==> config.mk <==
export PLATFORM = sky130hd
export DESIGN_NAME = bmpunp_fifo
export DESIGN_NICKNAME = d
export VERILOG_FILES = /design/src/sv/bmp_row_pixel_unpacker_top_defines.svh /design/src/sv/bmpunp_fifo.sv
export SDC_FILE = /design/constraint.sdc
export NUM_CORES = 1
export LEC_CHECK = 0
export BUFFER_PORTS_ARGS = -buffer_cell sky130_fd_sc_hd__buf_2
export CAP_MARGIN = 10
export CORE_MARGIN = 4
export CORE_UTILIZATION = 52
export DETAILED_ROUTE_END_ITERATION = 6
export PLACE_DENSITY = 0.81
export SYNTH_ARGS = -nofsm -noshare
export SYNTH_HDL_FRONTEND = slang
export SYNTH_SLANG_ARGS = --single-unit
export TNS_END_PERCENT = 20
==> constraint.sdc <==
create_clock -name clk -period 2.35 [get_ports clk]
set_clock_uncertainty 0.05 [all_clocks]
set_input_delay 0.47 -clock clk [delete_from_list [all_inputs] [get_ports clk]]
set_output_delay 0.47 -clock clk [all_outputs]
set_load 0.02 [all_outputs]
==> src/sv/bmp_row_pixel_unpacker_top_defines.svh <==
// Assertion macros for the bitmap row pixel unpacker.
`ifndef BMP_ROW_PIXEL_UNPACKER_TOP_DEFINES_SVH
`define BMP_ROW_PIXEL_UNPACKER_TOP_DEFINES_SVH
`ifndef NO_ASSERTIONS
`define BMPUNP_ASSERT_IMP(label, pre, post) \
  label: assert property (@(posedge clk) disable iff (rst) (pre) |-> (post)) \
    else $error("bmpunp assertion failed");
`define BMPUNP_ASSERT_NXT(label, pre, post) \
  label: assert property (@(posedge clk) disable iff (rst) (pre) |=> (post)) \
    else $error("bmpunp assertion failed");
`else
`define BMPUNP_ASSERT_IMP(label, pre, post)
`define BMPUNP_ASSERT_NXT(label, pre, post)
`endif
`endif

==> src/sv/bmpunp_fifo.sv <==
// Small register FIFO used between the stages and at the output.
`default_nettype none
module bmpunp_fifo #(
  parameter int W = 8,
  parameter int DEPTH = 2
) (
  input  wire logic         clk,
  input  wire logic         rst,
  input  wire logic         push,
  input  wire logic [W-1:0] wr_data,
  output logic              full,
  input  wire logic         pop,
  output logic [W-1:0]      rd_data,
  output logic              empty
);
  localparam int PW = (DEPTH > 1) ? $clog2(DEPTH) : 1;
  localparam int CW = $clog2(DEPTH + 1);

  logic [W-1:0]  mem [DEPTH];
  logic [PW-1:0] wr_ptr;
  logic [PW-1:0] rd_ptr;
  logic [CW-1:0] count;
  logic          do_push;
  logic          do_pop;

  assign full    = (count == CW'(DEPTH));
  assign empty   = (count == '0);
  assign do_push = push && !full;
  assign do_pop  = pop && !empty;
  assign rd_data = mem[rd_ptr];

  always_ff @(posedge clk) begin
    if (do_push) begin
      mem[wr_ptr] <= wr_data;
    end
  end

  always_ff @(posedge clk) begin
    if (rst) begin
      wr_ptr <= '0;
      rd_ptr <= '0;
      count  <= '0;
    end else begin
      if (do_push) begin
        wr_ptr <= (wr_ptr == PW'(DEPTH - 1)) ? '0 : wr_ptr + 1'b1;
      end
      if (do_pop) begin
        rd_ptr <= (rd_ptr == PW'(DEPTH - 1)) ? '0 : rd_ptr + 1'b1;
      end
      if (do_push && !do_pop) begin
        count <= count + 1'b1;
      end else if (do_pop && !do_push) begin
        count <= count - 1'b1;
      end
    end
  end
endmodule
`default_nettype wire

### Word level (Yosys, flattened, before mapping)

Memories as Yosys holds them, arrays and structs flattened. A register that Yosys moved wholly into a read port is not among the register bits.
Cells that the tools add are included.

* bits in writable memories: 16
* memories kept: 1
* word-level logic and storage cells: 27
* flip-flop bits (word level): 4
* output and inout port bits: 10

* add/sub/neg operators: 4
* eq/ne operators: 1
* multiplexer cells: 8
* reductions and logical operators: 10

Memory list
* mem: depth 2, bits a word 8, rd ports 1, clocked after memory_dff 1, wr ports 1, line bmpunp_fifo.sv:19 `logic [W-1:0] mem [DEPTH];`

Operators with widths (number)
* $mux W1: 6
* $logic_and A1 B1 Y1: 4
* $logic_not A1 Y1: 4
* $mux W2: 2
* $add A1 B1 Y1 const B: 2
* $add A2 B1 Y2 const B: 1
* $eq A2 B2 Y1 const B: 1
* $logic_not A2 Y1: 1
* $reduce_bool A2 Y1: 1
* $sub A2 B1 Y2 const B: 1

### Depth between registers and ports, before layout

* depth after elaboration: 7
* mapped depth: 6
* gate-level depth less buffers: 6

### Worst setup path after synthesis

Ideal clock, no wire load.

* path kind: reg-to-reg
* start: reg count[1]
* end: reg count[1]
* path buffers: 0
* setup slack: 0.713 ns
* arrival time: 1.517 ns
* stages on the path, launching flop included: 6
* cells stage by stage: dfxtp_1 -> nor2b_2 -> nor2_1 -> ha_1 -> or3_1 -> a21oi_1

* word-level cells in the longest chain between the ends: 6
* elaborated cells on any way between the ends: 15

RTL lines
* from (decl): line bmpunp_fifo.sv:22 `logic [CW-1:0] count;`
* from (signal assigned): line bmpunp_fifo.sv:51 `count <= count + 1'b1;`
* from (signal assigned): line bmpunp_fifo.sv:53 `count <= count - 1'b1;`
* $eq A2 B2 Y1 (*): line bmpunp_fifo.sv:26 `assign full = (count == CW'(DEPTH));`
* named net full: line bmpunp_fifo.sv:11 `output logic full,`
* $logic_not A1 Y1 (*): line bmpunp_fifo.sv:28 `assign do_push = push && !full;`
* $logic_and A1 B1 Y1 (*): line bmpunp_fifo.sv:28
* $logic_not A1 Y1: line bmpunp_fifo.sv:52 `end else if (do_pop && !do_push) begin`
* $logic_and A1 B1 Y1: line bmpunp_fifo.sv:52
* $reduce_bool A2 Y1 (no source line)

Mark *: on every way through the listed nets, which the timed path passes. The rest lies on a longest branch. The select of a mux whose other input is x is not followed.
A chain may end at the register's enable or synchronous reset.

==> flow_metrics.py <==
metrics = {
    "status": {
        "status": "complete, no violations",
    },
    "grt": {
        "grt_use_met1": 0.150,
        "grt-ovfl-total": 0,
        "grt_pass1_vias": 468,
        "grt_busiest_layer": "met2",
        "gr-usage-met2": 0.233,
        "use_met3": 0.0268,
        "antenna_found_initial": 0,
        "grt_pass1_wl_mm": 1.99,
        "grt_use_total": 0.134,
        "grt_max_degree": 12,
    },
    "synth": {
        "postSynthAreaPerCell_um2": 15.9,
        "ys_ff_latch": 21,
        "synth_seq_area_share": 0.732,
        "ys_top_cells_by_area": "edfxtp_1, dfxtp_1, mux2_2",
        "ys_types": 13,
        "yosys.area.top_type": "edfxtp_1",
        "synth.top_cell.area_share": 0.606,
        "synth_warnings": 0,
        "synth_area_um2": 793,
        "synth_cells": 50,
        "synth_nets": 63,
    },
    "clock_network": {
        "cts_tree": "built",
        "cts_root_buf": "clkbuf_4",
        "cts-hold-fix-buffers": 0,
        "cts_buffers": 3,
        "cts_max_level": 1,
        "post-cts-setup-buffer-count": 0,
        "cts_sinks": 21,
        "path_clk_slew_ns": 0.10,
        "clockBufferDepth": 2,
        "cts_resized": 0,
        "clkLatencyLatePin_ns": 0.29,
    },
    "critical_path": {
        "cp_max_fo": 8,
        "r2r_end": "count[1]",
        "r2r_cells": 4,
        "critPathMaxStageDelay_ns": 0.54,
        "critPathSlowestCell": "dfxtp_1",
        "crit_type": "flip-flop to primary output",
        "path_cells": "mux2_2 > buf_2",
        "reg2reg_from": "count[0]",
        "cp-start-kind": "flip-flop",
        "reg2reg_slack_ns": 0.71,
        "endpoint_kind": "primary output",
        "cp.required_ns": 1.83,
        "critPathArrivalTime_ns": 1.37,
    },
    "floorplan": {
        "dieArea_mm2": 0.00221,
        "die_y_um": 47.1,
        "start_util": 0.581,
        "core_mm2": 0.00137,
        "fp-row-count": 13,
        "die_w_um": 47.1,
        "top_level_ports": 22,
    },
    "timing": {
        "hold_viol": 0,
        "setup_viol": 0,
        "fin_hold_ws_ns": 0.313,
        "worstMarginPinSlew_ns": 0.362,
        "drv_slew": 0,
        "setup_slack_ns": 0.460,
        "fin_setup_tns_ns": 0,
        "slew_headroom": 0.759,
        "fin_crit_sh": 0.804,
        "fmax_ghz": 0.529,
        "fin_crit_ns": 1.89,
        "rsz0062_at_grt": "false",
    },
    "route": {
        "antenna_left": 0,
        "wl_per_cell_um": 14.7,
        "num_vias": 468,
        "wl_mm": 1.31,
        "avgViaCountPerCell": 5.26,
        "drc_errors": 0,
        "drtIter0Drc": 10,
        "drtPass1Iterations": 3,
    },
    "layout": {
        "drive_gt1_frac": 0.446,
        "nets": 88,
        "nFillCells": 106,
        "area_growth_pct": 18.3,
        "instances_no_fill": 89,
        "n_antenna_cell": 0,
    },
    "placed_design": {
        "place_ws_ns": 0.665,
        "dpl.cell_count": 85,
        "io_buffers": 21,
        "hpwlAfterDp_mm": 1.03,
        "place.gp.congestion": 0.725,
    },
    "pwr": {
        "p_per_area_mw_per_mm2": 1090,
        "power.internal_w": 0.000686,
        "power_w": 0.00103,
        "pwr-share-clk": 0.156,
        "power_switching_w": 0.000340,
        "leakage_nw": 0.378,
        "comb_power_share": 0.334,
        "seq_power_share": 0.510,
        "switching_share": 0.331,
        "peakVddDrop_mv": 0.719,
    },
    "job": {
        "max_cap_viol_count": 0,
    },
    "hold_path": {
        "min_delay_worst_endpoint": "mem[0][1]",
        "min_from": "wr_data[1]",
        "hold_depth": 1,
        "hold_path.class": "input port to flip-flop",
    },
}
[worst max-delay path by stage]
stage                          from          to  slack [ns]
final                     flip-flop  rd_data[1]        0.46
after global routing      flip-flop  rd_data[6]        0.41
after CTS                 flip-flop  rd_data[3]        0.44
after detailed placement       push    count[1]        0.67
after global placement         push    count[1]        0.73
after floorplan            count[1]    count[1]        0.71
[per-stage QoR]
stage           util  instance area [um^2]
2_1_floorplan      -                   793
4_1_cts        0.687                   938
3_3_place_gp   0.668                   912
6_report       0.687                   938
3_5_place_dp   0.668                   912
5_1_grt        0.687                   938
[critical path, delay by kind of cell, from the launching register on]
family,cells,cell delay [ns]
DFF,1,0.54
muxes,1,0.38
buffers and inverters,1,0.16
[synthesized netlist by cell type, drive strengths merged]
cell / n
edfxtp: 16
mux2: 8
dfxtp: 5
nor2: 5
o21ai: 3
xor2: 3
a21oi: 2
inv: 2
or3: 2
and2: 1
buf: 1
ha: 1
nor2b: 1
[cell usage in the layout (no fill, tap or decap), drive strengths merged]
cell type  synthesis  layout
or3                2       2
dfxtp              5       5
xor2               3       3
clkbuf             0       4
ha                 1       1
nor2               5       5
o21ai              3       3
and2               1       1
mux2               8       8
edfxtp            16      16
inv                2       2
nor2b              1       1
buf                1      21
a21oi              2       2
[area by class of cell]
class                           instances  area (um^2)  area share
Inverter                                2         7.51     0.00800
Multi-Input combinational cell         26          200       0.213
Timing Repair Buffer                   21          105       0.112
Tap cell                               15         18.8      0.0200
Sequential cell                        21          581       0.619
Clock buffer                            4         26.3      0.0280
[cell families (layout without fill, tap and decap cells)]
family,Yosys count,count (layout),share of synthesized area
DFF,21,21,0.732
and+or+nand+nor,9,9,0.0584
muxes,8,8,0.114
AOI/OAI and AO/OA,5,5,0.0315
xor gates and xnor gates,3,3,0.0331
buffers and inverters,3,27,0.0158
adders and majority gates,1,1,0.0158
[state kept, by name (all words and copies together) (netlist names), named ones only]
signal	flops
mem	16
count	2
wr_ptr	1
rd_ptr	1
[power by group through the flow]
stage          registers (W)  clock network (W)  logic, W
3_3_place_gp        0.000529                  0  0.000333
3_5_place_dp        0.000532                  0  0.000346
6_report            0.000523           0.000160  0.000343
4_1_cts             0.000524           0.000168  0.000348
5_1_grt             0.000530           0.000185  0.000371
2_1_floorplan       0.000505                  0  0.000268
[per-layer routing]
| metal | vias up | wire [um] |
|---|---|---|
| met2 | 14 | 694 |
| met4 | 0 | 17 |
| met3 | 2 | 72 |
| met5 | - | 0 |
| li1 | 227 | - |
| met1 | 225 | 525 |
No activity file was read; power rests on OpenSTA's default activity.
