File: src/sv/bmp_row_pixel_unpacker_top_defines.svh
// Assertion macros for the bitmap row pixel unpacker.
`ifndef BMP_ROW_PIXEL_UNPACKER_TOP_DEFINES_SVH
`define BMP_ROW_PIXEL_UNPACKER_TOP_DEFINES_SVH
`ifndef NO_ASSERTIONS
`define BMPUNP_ASSERT_IMP(label, pre, post) \
  label: assert property (@(posedge clk) disable iff (rst) (pre) |-> (post)) \
    else $error("bmpunp assertion failed");
`define BMPUNP_ASSERT_NXT(label, pre, post) \
  label: assert property (@(posedge clk) disable iff (rst) (pre) |=> (post)) \
    else $error("bmpunp assertion failed");
`else
`define BMPUNP_ASSERT_IMP(label, pre, post)
`define BMPUNP_ASSERT_NXT(label, pre, post)
`endif
`endif

File: src/sv/bmpunp_pkg.sv
// Shared types and constants of the bitmap row pixel unpacker.
`default_nettype none
package bmpunp_pkg;
  localparam int PALETTE_ENTRIES_DEF = 256;
  localparam int MAX_ROW_PIXELS = 65535;
  localparam int CODE_W = 32;
  localparam int BUF_W = 39;
  localparam int CNT_W = 6;
  localparam int COL_W = 16;
  localparam int RBC_W = 18;
  localparam int CH_W = 8;
  localparam int IDX_W = 3;
  localparam int CFG_W = 32;
  localparam int MID_DEPTH = 4;
  localparam int OUT_DEPTH = 2;

  typedef enum logic [IDX_W-1:0] {
    REG_BPP      = 3'd0,
    REG_ROW_PIX  = 3'd1,
    REG_PAL_CNT  = 3'd2,
    REG_ROT      = 3'd3,
    REG_MASK_B   = 3'd4,
    REG_MASK_G   = 3'd5,
    REG_MASK_R   = 3'd6,
    REG_MASK_A   = 3'd7
  } cfg_reg_t;

  // Palette writes carry {index, red, green, blue} in the code field.
  typedef struct packed {
    logic              pal_write;
    logic [CODE_W-1:0] code;
    logic              row_end;
    logic              last;
  } mid_item_t;

  typedef struct packed {
    logic [CH_W-1:0] blue;
    logic [CH_W-1:0] green;
    logic [CH_W-1:0] red;
    logic [CH_W-1:0] alpha;
    logic            row_end;
    logic            oor;
    logic            last;
  } pix_t;

  typedef struct packed {
    logic [CNT_W-1:0]  depth;
    logic [8:0]        pal_count;
    logic [4:0]        rot;
    logic [CODE_W-1:0] mask_b;
    logic [CODE_W-1:0] mask_g;
    logic [CODE_W-1:0] mask_r;
    logic [CODE_W-1:0] mask_a;
  } back_cfg_t;
endpackage
`default_nettype wire

File: src/sv/bmpunp_front.sv
// Front end: takes input transactions, slices pixel codes out of the byte stream.
`default_nettype none
module bmpunp_front import bmpunp_pkg::*; (
  input  wire logic             clk,
  input  wire logic             rst,
  input  wire logic             restart,
  input  wire logic [CNT_W-1:0] depth,
  input  wire logic [COL_W-1:0] width,
  input  wire logic [RBC_W-1:0] stride,
  input  wire logic             push,
  input  wire logic             op,
  input  wire logic [7:0]       data_byte,
  input  wire logic [7:0]       palette_index,
  input  wire logic [7:0]       palette_blue,
  input  wire logic [7:0]       palette_green,
  input  wire logic [7:0]       palette_red,
  output logic                  full,
  output logic                  q_push,
  output mid_item_t             q_item,
  input  wire logic             q_full
);
  typedef enum logic {F_IDLE, F_EMIT} fstate_t;

  fstate_t          state;
  logic [BUF_W-1:0] bitbuf;
  logic [CNT_W-1:0] bitcnt;
  logic [COL_W-1:0] column;
  logic [RBC_W-1:0] rbc;
  logic             restart_pending;

  logic             accept;
  logic [RBC_W-1:0] rbc_inc;
  logic             stride_hit;
  logic             can_emit;
  logic [CNT_W-1:0] cnt_left;
  logic [COL_W-1:0] col_inc;
  logic [BUF_W-1:0] shifted;
  logic [CODE_W:0]  dmask;
  logic [CODE_W-1:0] code;

  assign full       = (state != F_IDLE) || q_full;
  assign accept     = push && !full;
  assign rbc_inc    = rbc + 1'b1;
  assign stride_hit = (rbc_inc >= stride);
  assign can_emit   = (bitcnt >= depth) && (column < width);
  assign cnt_left   = bitcnt - depth;
  assign col_inc    = column + 1'b1;
  assign shifted    = bitbuf >> cnt_left;
  assign dmask      = ({{CODE_W{1'b0}}, 1'b1} << depth) - 1'b1;
  assign code       = shifted[CODE_W-1:0] & dmask[CODE_W-1:0];

  always_comb begin
    q_push = 1'b0;
    q_item = '0;
    if (state == F_IDLE) begin
      q_push = accept && op;
      q_item.pal_write = 1'b1;
      q_item.code = {palette_index, palette_red, palette_green, palette_blue};
    end else begin
      q_push = can_emit;
      q_item.code = code;
      q_item.row_end = (col_inc == width);
      q_item.last = (cnt_left < depth) || (col_inc == width);
    end
  end

  always_ff @(posedge clk) begin
    if (rst || restart) begin
      state           <= F_IDLE;
      bitbuf          <= '0;
      bitcnt          <= '0;
      column          <= '0;
      rbc             <= '0;
      restart_pending <= 1'b0;
    end else begin
      case (state)
        F_IDLE: begin
          if (accept && !op) begin
            if (column < width) begin
              bitbuf          <= {bitbuf[BUF_W-9:0], data_byte};
              bitcnt          <= bitcnt + CNT_W'(8);
              rbc             <= rbc_inc;
              restart_pending <= stride_hit;
              state           <= F_EMIT;
            end else if (stride_hit) begin
              bitbuf <= '0;
              bitcnt <= '0;
              column <= '0;
              rbc    <= '0;
            end else begin
              rbc <= rbc_inc;
            end
          end
        end
        F_EMIT: begin
          if (can_emit) begin
            // advance only when the queue takes the code
            if (!q_full) begin
              bitcnt <= cnt_left;
              column <= col_inc;
            end
          end else begin
            if (restart_pending) begin
              bitbuf <= '0;
              bitcnt <= '0;
              column <= '0;
              rbc    <= '0;
            end
            restart_pending <= 1'b0;
            state <= F_IDLE;
          end
        end
        default: state <= F_IDLE;
      endcase
    end
  end
endmodule
`default_nettype wire

File: config.mk
export PLATFORM = sky130hd
export DESIGN_NAME = bmpunp_front
export DESIGN_NICKNAME = d
export VERILOG_FILES = /design/src/sv/bmp_row_pixel_unpacker_top_defines.svh /design/src/sv/bmpunp_pkg.sv /design/src/sv/bmpunp_front.sv
export SDC_FILE = /design/constraint.sdc
export NUM_CORES = 1
export LEC_CHECK = 0
export ABC_AREA = 1
export BUFFER_PORTS_ARGS = -buffer_cell sky130_fd_sc_hd__buf_4
export CORE_MARGIN = 2
export CORE_UTILIZATION = 40
export CTS_BUF_LIST = sky130_fd_sc_hd__clkbuf_4 sky130_fd_sc_hd__clkbuf_8
export CTS_CLUSTER_SIZE = 24
export DETAILED_ROUTE_END_ITERATION = 12
export PLACE_DENSITY = 0.7
export SLEW_MARGIN = 20
export SYNTH_ARGS = -nofsm -noshare
export SYNTH_HDL_FRONTEND = slang
export SYNTH_SLANG_ARGS = --single-unit
File: constraint.sdc
create_clock -name clk -period 2.7 [get_ports clk]
set_input_delay 0 -clock clk [delete_from_list [all_inputs] [get_ports clk]]
set_output_delay 0 -clock clk [all_outputs]
set_load 0.1 [all_outputs]
# --- Word level (Yosys, flattened, before mapping) ---
# Index checks and enable logic that the tools add are counted.
# W data, S select, Z words.
op_classes:
  n_bitwise: 2
  reduce_logical: 14
  shifts: 2
  order_cmp: 4
  eq_ne: 10
  addsub: 5
  muxes: 38
ops:
  columns: ["cell", "n"]
  rows:
  - ["$mux W39", 5]
  - ["$mux W16", 6]
  - ["$mux W18", 5]
  - ["$pmux W39 S2", 1]
  - ["$shr A39 B6 Y32", 1]
  - ["$mux W6", 6]
  - ["$pmux W18 S2", 1]
  - ["$and A32 B32 Y32", 1]
  - ["$mux W32", 1]
  - ["$pmux W16 S2", 1]
  - ["$shl A1 B6 Y32 const A", 1]
  - ["$sub A32 B1 Y32 const B", 1]
  - ["$add A18 B1 Y18 const B", 1]
  - ["$ge A18 B18 Y1", 1]
  - ["$add A16 B1 Y16 const B", 1]
  - ["$eq A16 B16 Y1", 1]
  - ["$lt A16 B16 Y1", 1]
  - ["$pmux W6 S2", 1]
  - ["$mux W1", 8]
  - ["$reduce_and A4 Y1", 2]
  - ["$add A6 B4 Y6 const B", 1]
  - ["$ge A6 B6 Y1", 1]
  - ["$lt A6 B6 Y1", 1]
  - ["$ne A2 B1 Y1 const B", 3]
  - ["13 further kinds", 23]
word_totals:
  wordCells: 81
  regBits: 81
  inputBits: 86
  output_inout_bits: 37

# --- Longest topological paths before layout ---
depth:
  word_depth: 6
  ltp_mapped: 22
  ltp_nobuf: 21

# --- Least setup slack after synthesis ---
# Ideal clock, no wire load.
synth_timing:
  path_type: "reg2out"
  from: "reg bitcnt[0]"
  to: "out q_item[25] (netlist bit)"
  required_ns: 2.700
  n_path_buf: 1
  t_arrival_ns: 3.458
  stages_incl_launch_ff: 13
  setup_slack_ns: -0.758
  path_cell_list: "dfxtp_1 -> inv_1 -> ha_1 -> inv_1 -> fa_1 -> inv_2 -> clkbuf_1 -> o21ai_0 -> nand2_1 -> o21ai_0 -> o21ai_0 -> nand3_1 -> o21ai_1"
synth_rtl:
  columns: ["element", "line", "rtl"]
  rows:
  - ["from (decl)", "bmpunp_front.sv:26", "logic [CNT_W-1:0] bitcnt;"]
  - ["from (signal assigned)", "bmpunp_front.sv:81", "bitcnt <= bitcnt + CNT_W'(8);"]
  - ["from (signal assigned)", "bmpunp_front.sv:99", "bitcnt <= cnt_left;"]
  - ["to (decl)", "bmpunp_front.sv:19", "output mid_item_t q_item,"]

# --- Final worst setup path ---
layout_timing:
  from: "reg rbc[0]"
  to: "reg rbc[16]"
layout_between:
  elab_chain_len: 6
layout_lines:
  columns: ["element", "line", "rtl"]
  rows:
  - ["from (decl)", "bmpunp_front.sv:28", "logic [RBC_W-1:0] rbc;"]
  - ["from (signal assigned)", "bmpunp_front.sv:82", "rbc <= rbc_inc;"]
  - ["from (signal assigned)", "bmpunp_front.sv:91", "rbc <= rbc_inc;"]
  - ["$add A18 B1 Y18 *", "bmpunp_front.sv:43", "assign rbc_inc = rbc + 1'b1;"]
  - ["$ge A18 B18 Y1", "bmpunp_front.sv:44", "assign stride_hit = (rbc_inc >= stride);"]
  - ["$mux W18", "bmpunp_front.sv:85", "end else if (stride_hit) begin"]
  - ["$mux W18 *", "bmpunp_front.sv:79", "if (column < width) begin"]
  - ["$mux W18 *", "bmpunp_front.sv:78", "if (accept && !op) begin"]
  - ["$pmux W18 S2 *", "bmpunp_front.sv:76", "case (state)"]
# Every way passes the cells marked *; elsewhere a longest branch is shown, timed or not. The select of a mux whose other input is x is not followed.
# A chain may end at the register's enable or synchronous reset.

==> results_dict.tcl <==
set metrics [dict create \
    status "finished with violations" \
    violations "negative setup slack" \
    final_common_cell "nand2_1" \
    gr-total-overflow 0 \
    clk_pin_slew_worst_paths_ns 0.10 \
    start_util 0.404 \
    synth_seq_cells 81 \
    critPathCaptureType "flop" \
    clk_path_buf_depth 2 \
    path_class "reg -> reg" \
    max_slew_margin 0.511 \
    crit_chain "ha_4, nand2_4, nor2_4, nand3_2, nand3b_1, xor2_1, inv_1, buf_4, buf_4, buf_4, buf_4, buf_4, buf_4, buf_4, buf_4, buf_4, buf_4, buf_6, buf_6, buf_6, nand2_2, a21oi_1" \
    grtUsageTotal 0.256 \
    cts_tree "built" \
    clk_latency_ns 0.38 \
    first_pass_iters 6 \
    maxCapViolCount 0 \
    cp-start-kind "flop" \
    netlist_instances 1715 \
    drv_slew 0 \
    wl_um 33400 \
    rsz0062_at_grt "true" \
    crit_slowest_cell "dfxtp_4" \
    p_per_area_nw_per_um2 302 \
    setup_viol_count_final 112 \
    power.leakage_nw 6.39 \
    ant_nets 0 \
    crit_required_ns 2.95 \
    max_freq_mhz 313 \
    synth_area_leaders "nand2_1 25%, dfxtp_1 17%, nor2_1 9.5%" \
    ios 123 \
    min_period_ns 3.19 \
    antenna_found_initial 0 \
    crit_buf_inv 14 \
    finalCritPeriodShare 1.18 \
    crit_fanout 4 \
    cpPeakStageDelay_ns 0.40 \
    drc 0 \
    fin_cells 2248 \
    cp_top_family "buffers and inverters" \
    coreArea_um2 23300 \
    grt_pass1_wl_um 51500 \
    clock_sinks 81 \
    yosys.cell_types.count 50 \
    worstMarginPinSlew_ns 0.726 \
    clock_skew_ns 0.0211 \
    post-route-util 0.591 \
    htree_levels 3 \
    synth_top_area_cell "nand2_1" \
    die-height_um 157 \
    antenna_cells 0 \
    ir_drop_mv 0.243 \
    dp.cells 2176 \
    finalPower_mw 4.16 \
    portBuffers 122 \
    routed_via_density 5.23 \
    fp-row-count 56 \
    cts-buffers-inserted 9 \
    drive_gt1_frac 0.301 \
    hold_violations 0 \
    final_cell_mix "557 x nand2_1, 201 x nor2_1, 188 x buf_4" \
    area_growth_pct 46.3 \
    arrival_ns 3.44 \
    die_w_um 157 \
    place_congestion 0.968 \
    grt_max_degree 63 \
    grt_pass1_vias 10551 \
    syn_area_um2 9400 \
    fin_hold_ws_ns 0.220 \
    synth_seq_area_share 0.172 \
    syn_area_per_cell_um2 5.48 \
    hp-class "in -> reg" \
    synth_fp_nets 1852 \
    setup_slack_ns -0.493 \
    vias 11746 \
    first_iter_violations 1032 \
    yosys_warnings 0 \
    clockRootBuffer "clkbuf_8" \
    place_hpwl_um 23600 \
    final_nets 2061 \
    path_common_cell "buf_4" \
    detail_route.wl_per_cell_um 14.9 \
    die-area_um2 24700 \
    yosysTopAreaCellShare 0.253 \
]
[timing repair]
| action | 4_1_cts | 5_1_grt |
|---|---|---|
| hold buffers | 10 | 0 |
| hold endpoints to repair | 9 | 0 |
| gates resized for setup | 332 | 117 |
| buffers inserted | 26 | 13 |
| setup endpoints to repair | 113 | 114 |
| gates cloned | 7 | 3 |
| pin swaps | 84 | 90 |
[logic make-up (layout without fill, tap and decap cells)]
kind of cell,count (synthesis),in the layout,share of synthesized area
compound gates,182,182,0.104
xor+xnor,32,32,0.0321
fa+ha+maj,51,51,0.0687
buf+inv,238,449,0.109
flops,81,81,0.172
mux,5,5,0.00532
simple gates,1126,1129,0.509
[tightest hold or removal path: stages]
cell      delay [ns]
buf_4           0.09
nor2_4          0.03
clkinv_1        0.39
a21oi_2         0.04
[report_power, final]
group	internal [mW]	switching [mW]
sequential	1.21	0.0192
combinational	0.811	1.25
clock	0.395	0.476
total	2.41	1.75
[sequential cells by signal, summed over array words and instances, names as in the netlist]
signal	count
state	1
bitcnt	6
rbc	18
restart_pending	1
column	16
bitbuf	39
[final timing paths]
path	from	end	slack [ns]	depth (start not counted)
min	rst	rbc[4]$_SDFFE_PP0P_	0.22	4
min reg2reg	restart_pending$_SDFFE_PP0P_	restart_pending$_SDFFE_PP0P_	0.48	2
max	rbc[0]$_SDFFE_PP0P_	rbc[16]$_SDFFE_PP0P_	-0.49	22
max reg2reg	rbc[0]$_SDFFE_PP0P_	rbc[16]$_SDFFE_PP0P_	-0.49	22
[stage by stage]
step	instance area [um^2]	setup WS (ns)	setup TNS (ns)
after floorplan	9640	-0.0111	-0.141
after global placement	11400	-0.191	-13.01
after detailed placement	11400	-0.314	-18.17
after CTS	13200	-0.302	-21.96
after global routing	13800	-0.608	-57.92
final	13800	-0.493	-38.97
[area by class of cell]
class / count / area [um^2]
clock buffers: 12 / 159
clock inverters: 4 / 28.8
fillers: 2114 / 9500
inverters: 165 / 627
multi-input cells: 1399 / 8100
flip-flops and latches: 81 / 1650
well taps: 319 / 399
repair buffers: 268 / 2790
[layer usage]
layer,vias to the layer above,track usage,part of all wire
met3,89,0.0325,0.053
met5,-,0,0
met4,0,0.0861,0.034
li1,5893,-,-
met2,391,0.439,0.48
met1,5373,0.331,0.44
[cells in the mapped netlist (all sizes together)]
library cell and count:
o22ai 1, inv 164, xnor3 1, a21oi 57, o211ai 9, nand4 35, clkinv 1, a211oi 2
nand2 642, ha 50, fa 1, nand3 163, nor2 251, a21o 3, xor2 27, xnor2 4
dfxtp 81, nand3b 5, clkbuf 25, o21ai 103, buf 48, o41ai 1, o311ai 1, o21bai 3
and2 1, a21boi 2, mux2i 5, nor3 18, or2 11
Power figures use the tool's default switching activity.
